$ cat src/design/p2a_pkg.sv
// Shared constants, layer tables and types for the pressure to altitude pipeline.
package p2a_pkg;

	localparam int OUT_FRAC_BITS = 4;

	localparam int PRES_W    = 17;
	localparam int ALT_W     = 21;
	localparam int N_W       = 24;
	localparam int MSB_W     = 5;
	localparam int MANT_W    = 32;
	localparam int FRAC_L2   = 28;
	localparam int L2_W      = 34;
	localparam int Q_W       = 28;
	localparam int SUM_W     = 30;
	localparam int RC_W      = 28;
	localparam int K_W       = 4;
	localparam int FAC_W     = 32;
	localparam int COEF_W    = 34;
	localparam int HB_W      = 17;
	localparam int H_W       = 36;
	localparam int LAYERS    = 5;
	localparam int LAYER_W   = 3;
	localparam int LOG_CELLS = 28;
	localparam int EXP_CELLS = 13;
	localparam int SH        = 16 - OUT_FRAC_BITS;

	// Register count from the input edge to the output register.
	localparam int LAT = 2 + LOG_CELLS + 3 + 2 * EXP_CELLS + 2;

	localparam logic [PRES_W-1:0] P_MAX   = 17'd101325;
	localparam logic [29:0]       LN2_Q30 = 30'd744261118;

	typedef enum logic [1:0] {
		KIND_ISO,
		KIND_DOWN,
		KIND_UP
	} kind_t;

	// Squaring log2 in Q28, evaluated only on constants.
	function automatic logic [63:0] log2_q28(input logic [63:0] n);
		int          msb;
		logic [63:0] m;
		logic [63:0] res;
		msb = 0;
		for (int i = 0; i < 32; i++) begin
			if (n[i]) msb = i;
		end
		m   = n << (31 - msb);
		res = 64'(msb) << 28;
		for (int b = 27; b >= 0; b--) begin
			m = (m * m) >> 31;
			if (m >= (64'd1 << 32)) begin
				m   = m >> 1;
				res = res | (64'd1 << b);
			end
		end
		return res;
	endfunction

	localparam logic [63:0] GM_E12 = 64'd980665 * 64'd289644;
	localparam logic [63:0] R_E8   = 64'd83144598;
	localparam logic [63:0] TWO28  = 64'd268435456;

	localparam logic [63:0] ALPHA_65 = (R_E8 * 64'd65 * 64'd10 * TWO28) / GM_E12;
	localparam logic [63:0] ALPHA_10 = (R_E8 * 64'd10 * 64'd10 * TWO28) / GM_E12;
	localparam logic [63:0] ALPHA_28 = (R_E8 * 64'd28 * 64'd10 * TWO28) / GM_E12;
	localparam logic [63:0] K_ISO_1  = (R_E8 * 64'd21665 * 64'd1000 * 64'd4096) / GM_E12;
	localparam logic [63:0] K_ISO_4  = (R_E8 * 64'd27065 * 64'd1000 * 64'd4096) / GM_E12;
	localparam logic [63:0] COEF_0   = (64'd28815 * 64'd100 * 64'd65536) / 64'd65;
	localparam logic [63:0] COEF_2   = (64'd21665 * 64'd100 * 64'd65536) / 64'd10;
	localparam logic [63:0] COEF_3   = (64'd22865 * 64'd100 * 64'd65536) / 64'd28;

	localparam logic [N_W-1:0] PB100 [LAYERS] = '{
		24'd10132500, 24'd2263210, 24'd547489, 24'd86802, 24'd11091
	};
	localparam logic [HB_W-1:0] HB [LAYERS] = '{
		17'd0, 17'd11000, 17'd20000, 17'd32000, 17'd47000
	};
	localparam kind_t KIND [LAYERS] = '{
		KIND_DOWN, KIND_ISO, KIND_UP, KIND_UP, KIND_ISO
	};
	localparam logic [FAC_W-1:0] FAC [LAYERS] = '{
		FAC_W'(ALPHA_65), FAC_W'(K_ISO_1), FAC_W'(ALPHA_10), FAC_W'(ALPHA_28), FAC_W'(K_ISO_4)
	};
	localparam logic [COEF_W-1:0] COEF [LAYERS] = '{
		COEF_W'(COEF_0), '0, COEF_W'(COEF_2), COEF_W'(COEF_3), '0
	};
	localparam logic [L2_W-1:0] LA [LAYERS] = '{
		L2_W'(log2_q28(64'd10132500)), L2_W'(log2_q28(64'd2263210)),
		L2_W'(log2_q28(64'd547489)),   L2_W'(log2_q28(64'd86802)),
		L2_W'(log2_q28(64'd11091))
	};

	// Reciprocals of the series divisors 2 through 14, scaled by 2^28.
	localparam logic [RC_W-1:0] RECIP [EXP_CELLS] = '{
		RC_W'(TWO28 / 64'd2),  RC_W'(TWO28 / 64'd3),  RC_W'(TWO28 / 64'd4),
		RC_W'(TWO28 / 64'd5),  RC_W'(TWO28 / 64'd6),  RC_W'(TWO28 / 64'd7),
		RC_W'(TWO28 / 64'd8),  RC_W'(TWO28 / 64'd9),  RC_W'(TWO28 / 64'd10),
		RC_W'(TWO28 / 64'd11), RC_W'(TWO28 / 64'd12), RC_W'(TWO28 / 64'd13),
		RC_W'(TWO28 / 64'd14)
	};

	localparam logic [63:0] ALT_SAT_FULL = 64'd90000 << OUT_FRAC_BITS;
	localparam logic [ALT_W-1:0] ALT_SAT =
		(ALT_SAT_FULL > ((64'd1 << ALT_W) - 64'd1)) ? '1 : ALT_W'(ALT_SAT_FULL);

	typedef struct packed {
		logic [MANT_W-1:0]  m;
		logic [FRAC_L2-1:0] res;
	} lg_t;

	typedef struct packed {
		logic [Q_W-1:0]   term;
		logic [Q_W-1:0]   z;
		logic [SUM_W-1:0] sum;
		logic             neg;
	} ser_t;

	typedef struct packed {
		logic [LAYER_W-1:0] layer;
		logic               zero;
		logic               over;
		logic [MSB_W-1:0]   msb;
		logic [L2_W-1:0]    dln;
	} side_t;

endpackage

$ cat src/design/p2a_log2_cell.sv
// One squaring step of the log2 chain: yields one fraction bit per cycle.
module p2a_log2_cell
	import p2a_pkg::*;
(
	input  logic clk,
	input  lg_t  d,
	output lg_t  q
);

	logic [2*MANT_W-1:0] sq;
	logic [MANT_W:0]     sh;
	lg_t                 q_s1;

	assign sq = d.m * d.m;
	assign sh = sq[2*MANT_W-1:MANT_W-1];

	always_ff @(posedge clk) begin
		if (sh[MANT_W]) begin
			q_s1.m   <= sh[MANT_W:1];
			q_s1.res <= {d.res[FRAC_L2-2:0], 1'b1};
		end else begin
			q_s1.m   <= sh[MANT_W-1:0];
			q_s1.res <= {d.res[FRAC_L2-2:0], 1'b0};
		end
	end

	assign q = q_s1;

endmodule

$ cat config.mk
export PLATFORM = sky130hd
export DESIGN_NAME = p2a_log2_cell
export DESIGN_NICKNAME = d
export VERILOG_FILES = /design/src/design/p2a_pkg.sv /design/src/design/p2a_log2_cell.sv
export SDC_FILE = /design/constraint.sdc
export NUM_CORES = 2
export LEC_CHECK = 0
export ABC_AREA = 1
export BUFFER_PORTS_ARGS = -buffer_cell sky130_fd_sc_hd__buf_4
export CAP_MARGIN = 20
export CELL_PAD_IN_SITES_DETAIL_PLACEMENT = 1
export CELL_PAD_IN_SITES_GLOBAL_PLACEMENT = 2
export CORE_MARGIN = 8
export CORE_UTILIZATION = 36
export DETAILED_ROUTE_END_ITERATION = 10
export PLACE_DENSITY = 0.82
export SYNTH_ARGS = -nofsm -noshare
export SYNTH_HDL_FRONTEND = slang
export SYNTH_SLANG_ARGS = --single-unit
$ cat constraint.sdc
create_clock -name clk -period 8.5 [get_ports clk]
set_input_delay 1.7 -clock clk [delete_from_list [all_inputs] [get_ports clk]]
set_output_delay 1.7 -clock clk [all_outputs]
set_load 0.05 [all_outputs]
==> metrics <==
post-synthesis net count 5,379; overflow left after global routing 0; core outline area 0.09139 sq mm; maximum clock rate 0.1223 GHz; maximum number of pins on one net before global-route repair 33; most used standard cell by instance count after synthesis sky130_fd_sc_hd__inv_1; CP max stage cell sky130_fd_sc_hd__fa_1; number of buffers added by the clock tree synthesis step 9; clock tree sinks 60; number of input and output port buffers inserted 119; layout cells sized above 1 under 10%; first-iteration detailed-routing DRC count 896; number of buffers added to fix hold violations after cts 0; First-pass DRT Iterations 5; Die Span Y 319.2 um; DP Wirelength about 87,000 um; post-DR wirelength/cell 16.98 um; number of synthesized flops with an enable pin 0; dominant register cell in the synthesized netlist sky130_fd_sc_hd__dfxtp_1; final slew viol count 0; netlist area before placement around 0.033 sq mm; instance count of the mapped netlist 4,227; CP Max Fanout 11; Post-Synthesis Mean Instance Area 7.830 sq um; slew at the pin with the worst max-slew slack 0.4279 ns; Clock Root Buffer sky130_fd_sc_hd__clkbuf_16; Total GRT Usage a little under 20%; fraction of the mapped netlist area in adder cells roughly three fifths; required time of the critical path around 8.7 ns; share of cell area taken by muxes after synthesis 0%; class of the most critical setup path in -> reg; max reg flops 60; post-CTS setup buffers 0; type of element launching the critical path input pin; die boundary width 319.2 um; number of filler instances in the final layout 11,260; final clock period utilization by the worst path 96.22%; FP Rows about 110; Synth Area in Simple Gates 16.11%; kind of end point of the critical path flip-flop; initial core utilization 36.22%; Yosys top cell area share 47.85%; antenna violations before repair 1; detailed-route via count 25,300; area after detailed placement around 0.036 sq mm; footprint of the multi-input gates 0.02604 sq mm; synthesis-to-layout area growth 11.19%; final estimated routing congestion in global placement 0.8265; setup repair after global routing missed its margin no; area fraction in compound gates after synthesis just over 2%; Vias/cell 4.506; CTS resizes 0; maximum clock insertion buffer count 2; DRT antenna net count 0; Net count, final around 5,600; via count of the first global-routing pass 29,530; H-Tree Depth 3; number of warnings printed during yosys synthesis 0; Synth area leader sky130_fd_sc_hd__fa_1; top-level I/O count 121; post-synthesis share of cell area spent on xor and xnor gates 1.297%; Post-synth top cells sky130_fd_sc_hd__inv_1, sky130_fd_sc_hd__nand2_1, sky130_fd_sc_hd__fa_1; total detailed-routing wirelength 95,340 um; sequential cell area about 0.0012 sq mm; sequential cell area fraction in the yosys report under 10%; stage delay of the slowest cell on the critical path 0.56 ns; TritonCTS clock tree yes; dominant combinational cell family by area after synthesis adder cells; CP dominant cell by count sky130_fd_sc_hd__nand2_1; die area 0.1019 sq mm; first-pass GRT wire length 158,200 um; register clock-pin slew on the reported worst setup and hold paths 0.05 ns; number of register bits inferred by synthesis 60; outcome completed; arrival time worst endpoint 8.39 ns; top post-synthesis cells by area sky130_fd_sc_hd__fa_1, sky130_fd_sc_hd__inv_1, sky130_fd_sc_hd__nand2_1, sky130_fd_sc_hd__ha_1, sky130_fd_sc_hd__dfxtp_1; share of synthesized registers carrying an async set or reset 0%; Final Cell Area 0.03680 sq mm; Post-Layout Cell Count roughly 5,600; post-route minimum period 8.179 ns; final setup vio count 0; type of the tightest min-delay check in -> reg; relative max-transition margin 71.41%; Worst Hold Slack 1.481 ns; number of max-cap violations 0; hold violation total from the final report 0; instance count after placement with tap cells included 5,598; number of different library cells in the post-synthesis netlist 32; # DRC 0
## metal layers
metal  track usage, %  vias up  wire [um]
met5                0        -          0
met4            3.708        0       2074
met3            1.507      106       2187
met2            35.66      290      49080
met1            24.72    12790      42000
li1                 -    12120          -
## path summary, 6_finish.rpt
path / startpoint / cells past startpoint / to
max: d[55] / 30 / q[56]
min: d[21] / 1 / q[22]
## layout by cell type, fill, tap and decap left out, types with 5 or more instances in the layout
master                         n
sky130_fd_sc_hd__ha_1        300
sky130_fd_sc_hd__and2_1        5
sky130_fd_sc_hd__or2_2         5
sky130_fd_sc_hd__fa_1        791
sky130_fd_sc_hd__a31o_2        6
sky130_fd_sc_hd__clkbuf_16     9
sky130_fd_sc_hd__nand2_2       8
sky130_fd_sc_hd__o21ai_0      17
sky130_fd_sc_hd__xnor2_1      16
sky130_fd_sc_hd__nor2_1      108
sky130_fd_sc_hd__nand4_1      18
sky130_fd_sc_hd__nand3_1      71
sky130_fd_sc_hd__nand3b_1      5
sky130_fd_sc_hd__dfxtp_1      60
sky130_fd_sc_hd__inv_1      1446
sky130_fd_sc_hd__buf_4       274
sky130_fd_sc_hd__nor3_1        5
sky130_fd_sc_hd__buf_6        10
sky130_fd_sc_hd__nand2_1    1118
sky130_fd_sc_hd__xor2_1       33
sky130_fd_sc_hd__o21bai_1     21
sky130_fd_sc_hd__buf_12       10
sky130_fd_sc_hd__a21oi_1      60
## worst max-delay path, delay by kind of cell
family                   cells  cell delay [ns]
adder cells (fa/ha/maj)      9             4.28
buffers and inverters        8             0.93
AND/OR/NAND/NOR             11             0.93
AO/OA/AOI/OAI                2             0.53
## through the flow
stage / util (%) / TNS [ns] / worst slack (ns)
global placement: 39.91 / -0.2209 / -0.03098
global route: 40.27 / 0 / 0.0006262
floorplan: - / 0 / 0.2904
detailed placement: 39.91 / -1.432 / -0.07710
CTS: 40.20 / 0 / 0.2551
finish: 40.27 / 0 / 0.3215
## cells by family after synthesis
kind of cell | after synthesis
adders and majority gates | 1091
xor gates and xnor gates | 49
AOI/OAI and AO/OA | 114
DFF | 60
and+or+nand+nor | 1356
buffers and inverters | 1557
## layout make-up
| type | instances | area share, % |
|---|---|---|
| timing repair buffer | 294 | 6.440 |
| antenna | 1 | 0.006800 |
| tap | 1186 | 4.033 |
| multi-input combinational | 2610 | 70.75 |
| sequential | 60 | 3.264 |
| clock buffer | 11 | 0.6596 |
| clock inverter | 5 | 0.07480 |
| inverter | 1448 | 14.77 |
Power is left out: the tool's default activity adds up to more than one toggle a clock period on the data nets, which glitch-free logic cannot reach.
