==> src/design/p2a_pkg.sv <==
// Shared constants, layer tables and types for the pressure to altitude pipeline.
package p2a_pkg;

	localparam int OUT_FRAC_BITS = 4;

	localparam int PRES_W    = 17;
	localparam int ALT_W     = 21;
	localparam int N_W       = 24;
	localparam int MSB_W     = 5;
	localparam int MANT_W    = 32;
	localparam int FRAC_L2   = 28;
	localparam int L2_W      = 34;
	localparam int Q_W       = 28;
	localparam int SUM_W     = 30;
	localparam int RC_W      = 28;
	localparam int K_W       = 4;
	localparam int FAC_W     = 32;
	localparam int COEF_W    = 34;
	localparam int HB_W      = 17;
	localparam int H_W       = 36;
	localparam int LAYERS    = 5;
	localparam int LAYER_W   = 3;
	localparam int LOG_CELLS = 28;
	localparam int EXP_CELLS = 13;
	localparam int SH        = 16 - OUT_FRAC_BITS;

	// Register count from the input edge to the output register.
	localparam int LAT = 2 + LOG_CELLS + 3 + 2 * EXP_CELLS + 2;

	localparam logic [PRES_W-1:0] P_MAX   = 17'd101325;
	localparam logic [29:0]       LN2_Q30 = 30'd744261118;

	typedef enum logic [1:0] {
		KIND_ISO,
		KIND_DOWN,
		KIND_UP
	} kind_t;

	// Squaring log2 in Q28, evaluated only on constants.
	function automatic logic [63:0] log2_q28(input logic [63:0] n);
		int          msb;
		logic [63:0] m;
		logic [63:0] res;
		msb = 0;
		for (int i = 0; i < 32; i++) begin
			if (n[i]) msb = i;
		end
		m   = n << (31 - msb);
		res = 64'(msb) << 28;
		for (int b = 27; b >= 0; b--) begin
			m = (m * m) >> 31;
			if (m >= (64'd1 << 32)) begin
				m   = m >> 1;
				res = res | (64'd1 << b);
			end
		end
		return res;
	endfunction

	localparam logic [63:0] GM_E12 = 64'd980665 * 64'd289644;
	localparam logic [63:0] R_E8   = 64'd83144598;
	localparam logic [63:0] TWO28  = 64'd268435456;

	localparam logic [63:0] ALPHA_65 = (R_E8 * 64'd65 * 64'd10 * TWO28) / GM_E12;
	localparam logic [63:0] ALPHA_10 = (R_E8 * 64'd10 * 64'd10 * TWO28) / GM_E12;
	localparam logic [63:0] ALPHA_28 = (R_E8 * 64'd28 * 64'd10 * TWO28) / GM_E12;
	localparam logic [63:0] K_ISO_1  = (R_E8 * 64'd21665 * 64'd1000 * 64'd4096) / GM_E12;
	localparam logic [63:0] K_ISO_4  = (R_E8 * 64'd27065 * 64'd1000 * 64'd4096) / GM_E12;
	localparam logic [63:0] COEF_0   = (64'd28815 * 64'd100 * 64'd65536) / 64'd65;
	localparam logic [63:0] COEF_2   = (64'd21665 * 64'd100 * 64'd65536) / 64'd10;
	localparam logic [63:0] COEF_3   = (64'd22865 * 64'd100 * 64'd65536) / 64'd28;

	localparam logic [N_W-1:0] PB100 [LAYERS] = '{
		24'd10132500, 24'd2263210, 24'd547489, 24'd86802, 24'd11091
	};
	localparam logic [HB_W-1:0] HB [LAYERS] = '{
		17'd0, 17'd11000, 17'd20000, 17'd32000, 17'd47000
	};
	localparam kind_t KIND [LAYERS] = '{
		KIND_DOWN, KIND_ISO, KIND_UP, KIND_UP, KIND_ISO
	};
	localparam logic [FAC_W-1:0] FAC [LAYERS] = '{
		FAC_W'(ALPHA_65), FAC_W'(K_ISO_1), FAC_W'(ALPHA_10), FAC_W'(ALPHA_28), FAC_W'(K_ISO_4)
	};
	localparam logic [COEF_W-1:0] COEF [LAYERS] = '{
		COEF_W'(COEF_0), '0, COEF_W'(COEF_2), COEF_W'(COEF_3), '0
	};
	localparam logic [L2_W-1:0] LA [LAYERS] = '{
		L2_W'(log2_q28(64'd10132500)), L2_W'(log2_q28(64'd2263210)),
		L2_W'(log2_q28(64'd547489)),   L2_W'(log2_q28(64'd86802)),
		L2_W'(log2_q28(64'd11091))
	};

	// Reciprocals of the series divisors 2 through 14, scaled by 2^28.
	localparam logic [RC_W-1:0] RECIP [EXP_CELLS] = '{
		RC_W'(TWO28 / 64'd2),  RC_W'(TWO28 / 64'd3),  RC_W'(TWO28 / 64'd4),
		RC_W'(TWO28 / 64'd5),  RC_W'(TWO28 / 64'd6),  RC_W'(TWO28 / 64'd7),
		RC_W'(TWO28 / 64'd8),  RC_W'(TWO28 / 64'd9),  RC_W'(TWO28 / 64'd10),
		RC_W'(TWO28 / 64'd11), RC_W'(TWO28 / 64'd12), RC_W'(TWO28 / 64'd13),
		RC_W'(TWO28 / 64'd14)
	};

	localparam logic [63:0] ALT_SAT_FULL = 64'd90000 << OUT_FRAC_BITS;
	localparam logic [ALT_W-1:0] ALT_SAT =
		(ALT_SAT_FULL > ((64'd1 << ALT_W) - 64'd1)) ? '1 : ALT_W'(ALT_SAT_FULL);

	typedef struct packed {
		logic [MANT_W-1:0]  m;
		logic [FRAC_L2-1:0] res;
	} lg_t;

	typedef struct packed {
		logic [Q_W-1:0]   term;
		logic [Q_W-1:0]   z;
		logic [SUM_W-1:0] sum;
		logic             neg;
	} ser_t;

	typedef struct packed {
		logic [LAYER_W-1:0] layer;
		logic               zero;
		logic               over;
		logic [MSB_W-1:0]   msb;
		logic [L2_W-1:0]    dln;
	} side_t;

endpackage

==> src/design/p2a_exp_cell.sv <==
// One term of the exponential series: multiply by z, divide by k, accumulate.
module p2a_exp_cell
	import p2a_pkg::*;
(
	input  logic            clk,
	input  ser_t            d,
	input  logic [K_W-1:0]  k,
	input  logic [RC_W-1:0] recip,
	output ser_t            q
);

	logic [2*Q_W-1:0]      prod;
	logic [Q_W+RC_W-1:0]   qp;
	logic [Q_W-1:0]        q0;
	logic [Q_W+K_W-1:0]    qk;
	logic [Q_W-1:0]        rem;
	logic [Q_W-1:0]        quo;
	logic                  sub;
	logic [Q_W-1:0]        t_s1;
	logic [Q_W-1:0]        z_s1;
	logic [SUM_W-1:0]      sum_s1;
	logic                  neg_s1;
	ser_t                  q_s2;

	assign prod = d.term * d.z;

	always_ff @(posedge clk) begin
		t_s1   <= prod[2*Q_W-1:Q_W];
		z_s1   <= d.z;
		sum_s1 <= d.sum;
		neg_s1 <= d.neg;
	end

	// The reciprocal product is low by at most one; one compare fixes it.
	assign qp  = t_s1 * recip;
	assign q0  = qp[Q_W+RC_W-1:RC_W];
	assign qk  = q0 * k;
	assign rem = t_s1 - qk[Q_W-1:0];
	assign quo = (rem >= Q_W'(k)) ? q0 + Q_W'(1) : q0;
	assign sub = neg_s1 & ~k[0];

	always_ff @(posedge clk) begin
		q_s2.term <= quo;
		q_s2.z    <= z_s1;
		q_s2.neg  <= neg_s1;
		q_s2.sum  <= sub ? sum_s1 - SUM_W'(quo) : sum_s1 + SUM_W'(quo);
	end

	assign q = q_s2;

endmodule

==> config.mk <==
export PLATFORM = sky130hd
export DESIGN_NAME = p2a_exp_cell
export DESIGN_NICKNAME = d
export VERILOG_FILES = /design/src/design/p2a_pkg.sv /design/src/design/p2a_exp_cell.sv
export SDC_FILE = /design/constraint.sdc
export NUM_CORES = 2
export LEC_CHECK = 0
export BUFFER_PORTS_ARGS = -buffer_cell sky130_fd_sc_hd__buf_2
export CAP_MARGIN = 20
export CORE_MARGIN = 2
export CORE_UTILIZATION = 60
export CTS_CLUSTER_DIAMETER = 100
export DETAILED_ROUTE_END_ITERATION = 6
export PLACE_DENSITY = 0.78
export SYNTH_ARGS = -nofsm -noshare
export SYNTH_HDL_FRONTEND = slang
export SYNTH_SLANG_ARGS = --single-unit
==> constraint.sdc <==
create_clock -name clk -period 47.2 [get_ports clk]
set_input_delay 0 -clock clk [delete_from_list [all_inputs] [get_ports clk]]
set_output_delay 0 -clock clk [all_outputs]
set_load 0.05 [all_outputs]
==> metrics.cfg <==
[status]
run_status = complete, no violations

[timing]
tightest_slew_ps = 1150
layout_setup_ws_ps = 28910
fin_tns_setup_ps = 0
hold_viol_final = 0
finalCriticalPeriod_ps = 18290
finalClockSkew_ps = 34.63
worst_slew_margin_rel = 0.2280
timing.final.max_slew_violations = 0
final.period_utilization = 0.3874
setup_violations = 0
unrepaired_setup_endpoints_after_global_routing = false
max_clock_freq_mhz = 54.68

[worst_setup_path]
cp_slowest_cell = a2111oi_0
cp_num_buf_inv = 6
critical_path.endpoint_type = flip-flop
path_delay_family = compound AO/OA/AOI/OAI gates
crit_top_cell = fa_1
worst_setup_path_start_kind = flip-flop
crit_arrival_ps = 18680
worst_ep_required_time_ps = 47600
crit_fanout = 29
setup.worst_path.class = reg2reg
maximum_cell_stage_delay_along_the_critical_path_ps = 910

[clocking]
cts.clk_slew.worst_paths_ps = 80
cts_tree = yes
ctsRootBufferMaster = clkbuf_16
cts_htree_levels = 4
worst_skew_pair.late_latency_ps = 530
cts_made_buffers = 17
number_of_buffers_on_the_longest_clock_path = 2
post_cts.resized_instances = 0
clock_sink_count = 174

[route]
initialDrtViolationCount = 3204
routedWlPerCell_um = 19.59
antenna_left = 0
1st_pass_router_iterations = 6
routed_wirelength_um = 153300
dr_total_vias = 43400
drt_drc_violations_left = 0
via_count_normalized_by_instance_count = 5.547

[global_route]
grt_antenna_before_repair = 1
wire_length_of_the_first_global_routing_pass_um = 249900
number_of_global_route_vias_before_repair = 48120
grt_remaining_overflow = 0
grtUsageTotal = 0.3221
grt_start_max_net_pins = 34

[layout]
fill_cells = 7921
antenna_cells = 0
final_cell_mix = inv_1 (1562), fa_1 (1421), nand2_1 (1116)
finalNetCount = 8554
layout.cells.most_common = inv_1
syn_to_final_growth_pct = 4.919
post_route_cells_drive_above_1_share = 0.04796

[run]
max_cap_viol_count = 0

[place]
gp_routability_congestion = 0.9466
port-buffer-count = 206
placement.setup.worst_slack_ps = 29190
dp_hpwl_um = 116300

[logic_synthesis]
netlist.area_leader.share = 0.4847
avgSynthCellArea_sq_um = 8.954
synthesis.instances = 6554
count_of_flip_flops_with_a_built_in_enable_after_synthesis = 0
synth_area_sq_mm = 0.05869
synth_ff_type = dfxtp_1
netlist.top_cell.by_area = fa_1
asyncSetResetFlopFracSynth = 0
synth-warning-count = 0
count_of_cell_types_in_the_netlist = 73
synth_fp_nets = 8574
yosysSeqAreaShare = 0.05935
synth_area_leaders = fa_1 (48%), ha_1 (10%), inv_1 (10%)
postSynthRegisterBits = 174

[floorplan]
core-area_sq_mm = 0.09685
core.rowCount = 114
ios = 207
floorplan.die.height_um = 316.8
die_area_sq_mm = 0.1003
die_w_um = 316.8
initial_core_util = 0.6060

[min_path]
worstHoldPathType = in2reg

## path summary, 6_finish.rpt
path / cells after the start / start / slack [ps] / to
setup / recovery: 66 / t_s1[15] / 28910 / q[30]
hold / removal: 1 / d[42] / 80 / z_s1[11]
setup reg to reg: 66 / t_s1[15] / 28910 / q[30]
hold reg to reg: 0 / z_s1[4] / 320 / q[35]
## what timing repair did
action                                 4_1_cts  5_1_grt
hold buffers                                57        0
setup buffers                                0        0
endpoints found under the hold margin       57        0
## flip-flops by register name, indices dropped and copies added, names as in the netlist
signal,cells
q,87
neg_s1,1
t_s1,28
z_s1,28
sum_s1,30
## through the flow
stage,utilization,area (sq um),hold slack (ps),cells
3_3_place_gp,0.6233,60360,102.8,7734
6_report,0.6358,61570,83.03,7823
5_1_grt,0.6358,61570,61.31,7823
2_1_floorplan,-,58690,27.72,6554
3_5_place_dp,0.6233,60360,103.6,7734
4_1_cts,0.6358,61570,7.734,7823
## logic make-up (layout without fill, tap and decap cells)
| kind of cell | after synthesis | count (layout) | synth area share |
|---|---|---|---|
| AO/OA/AOI/OAI | 332 | 332 | 0.03842 |
| buffers and inverters | 1912 | 1905 | 0.1223 |
| AND/OR/NAND/NOR | 2059 | 2059 | 0.1658 |
| multiplexers | 15 | 15 | 0.002729 |
| adder cells (fa/ha/maj) | 1900 | 1900 | 0.5868 |
| flip-flops | 174 | 174 | 0.05935 |
| XOR/XNOR | 162 | 162 | 0.02456 |
## layer usage
layer / track usage / vias to the layer above / routed length (um)
met1: 0.4077 / 22060 / 58310
met3: 0.05961 / 394 / 13800
met2: 0.5550 / 2012 / 75640
met5: 0 / - / 0
met4: 0.1163 / 0 / 5518
li1: - / 18930 / -
## layout make-up
| cell class | count | area [sq um] | share of cell area |
|---|---|---|---|
| Clock buffer | 17 | 425.4 | 0.006909 |
| Clock inverter | 15 | 215.2 | 0.003495 |
| Inverter | 1562 | 5863 | 0.09522 |
| Multi-Input combinational cell | 4468 | 48030 | 0.7800 |
| Sequential cell | 174 | 3485 | 0.05659 |
| Tap cell | 1276 | 1597 | 0.02593 |
| Timing Repair Buffer | 311 | 1962 | 0.03186 |
## synthesized netlist by cell type (17+ instances only)
cell / n
inv_1: 1562
xnor2_1: 123
o21a_1: 23
nand3_1: 45
xor2_1: 36
nor2_1: 120
ha_1: 479
nand2_1: 1116
fa_1: 1421
dfxtp_1: 174
a21o_1: 51
o21ai_0: 58
clkbuf_1: 335
nor3_1: 39
and2_1: 624
nand4_1: 18
nor2b_1: 22
a21oi_1: 76
nand2b_1: 17
Power is left out: the tool's default activity adds up to more than one toggle a clock period on the data nets, which glitch-free logic cannot reach.
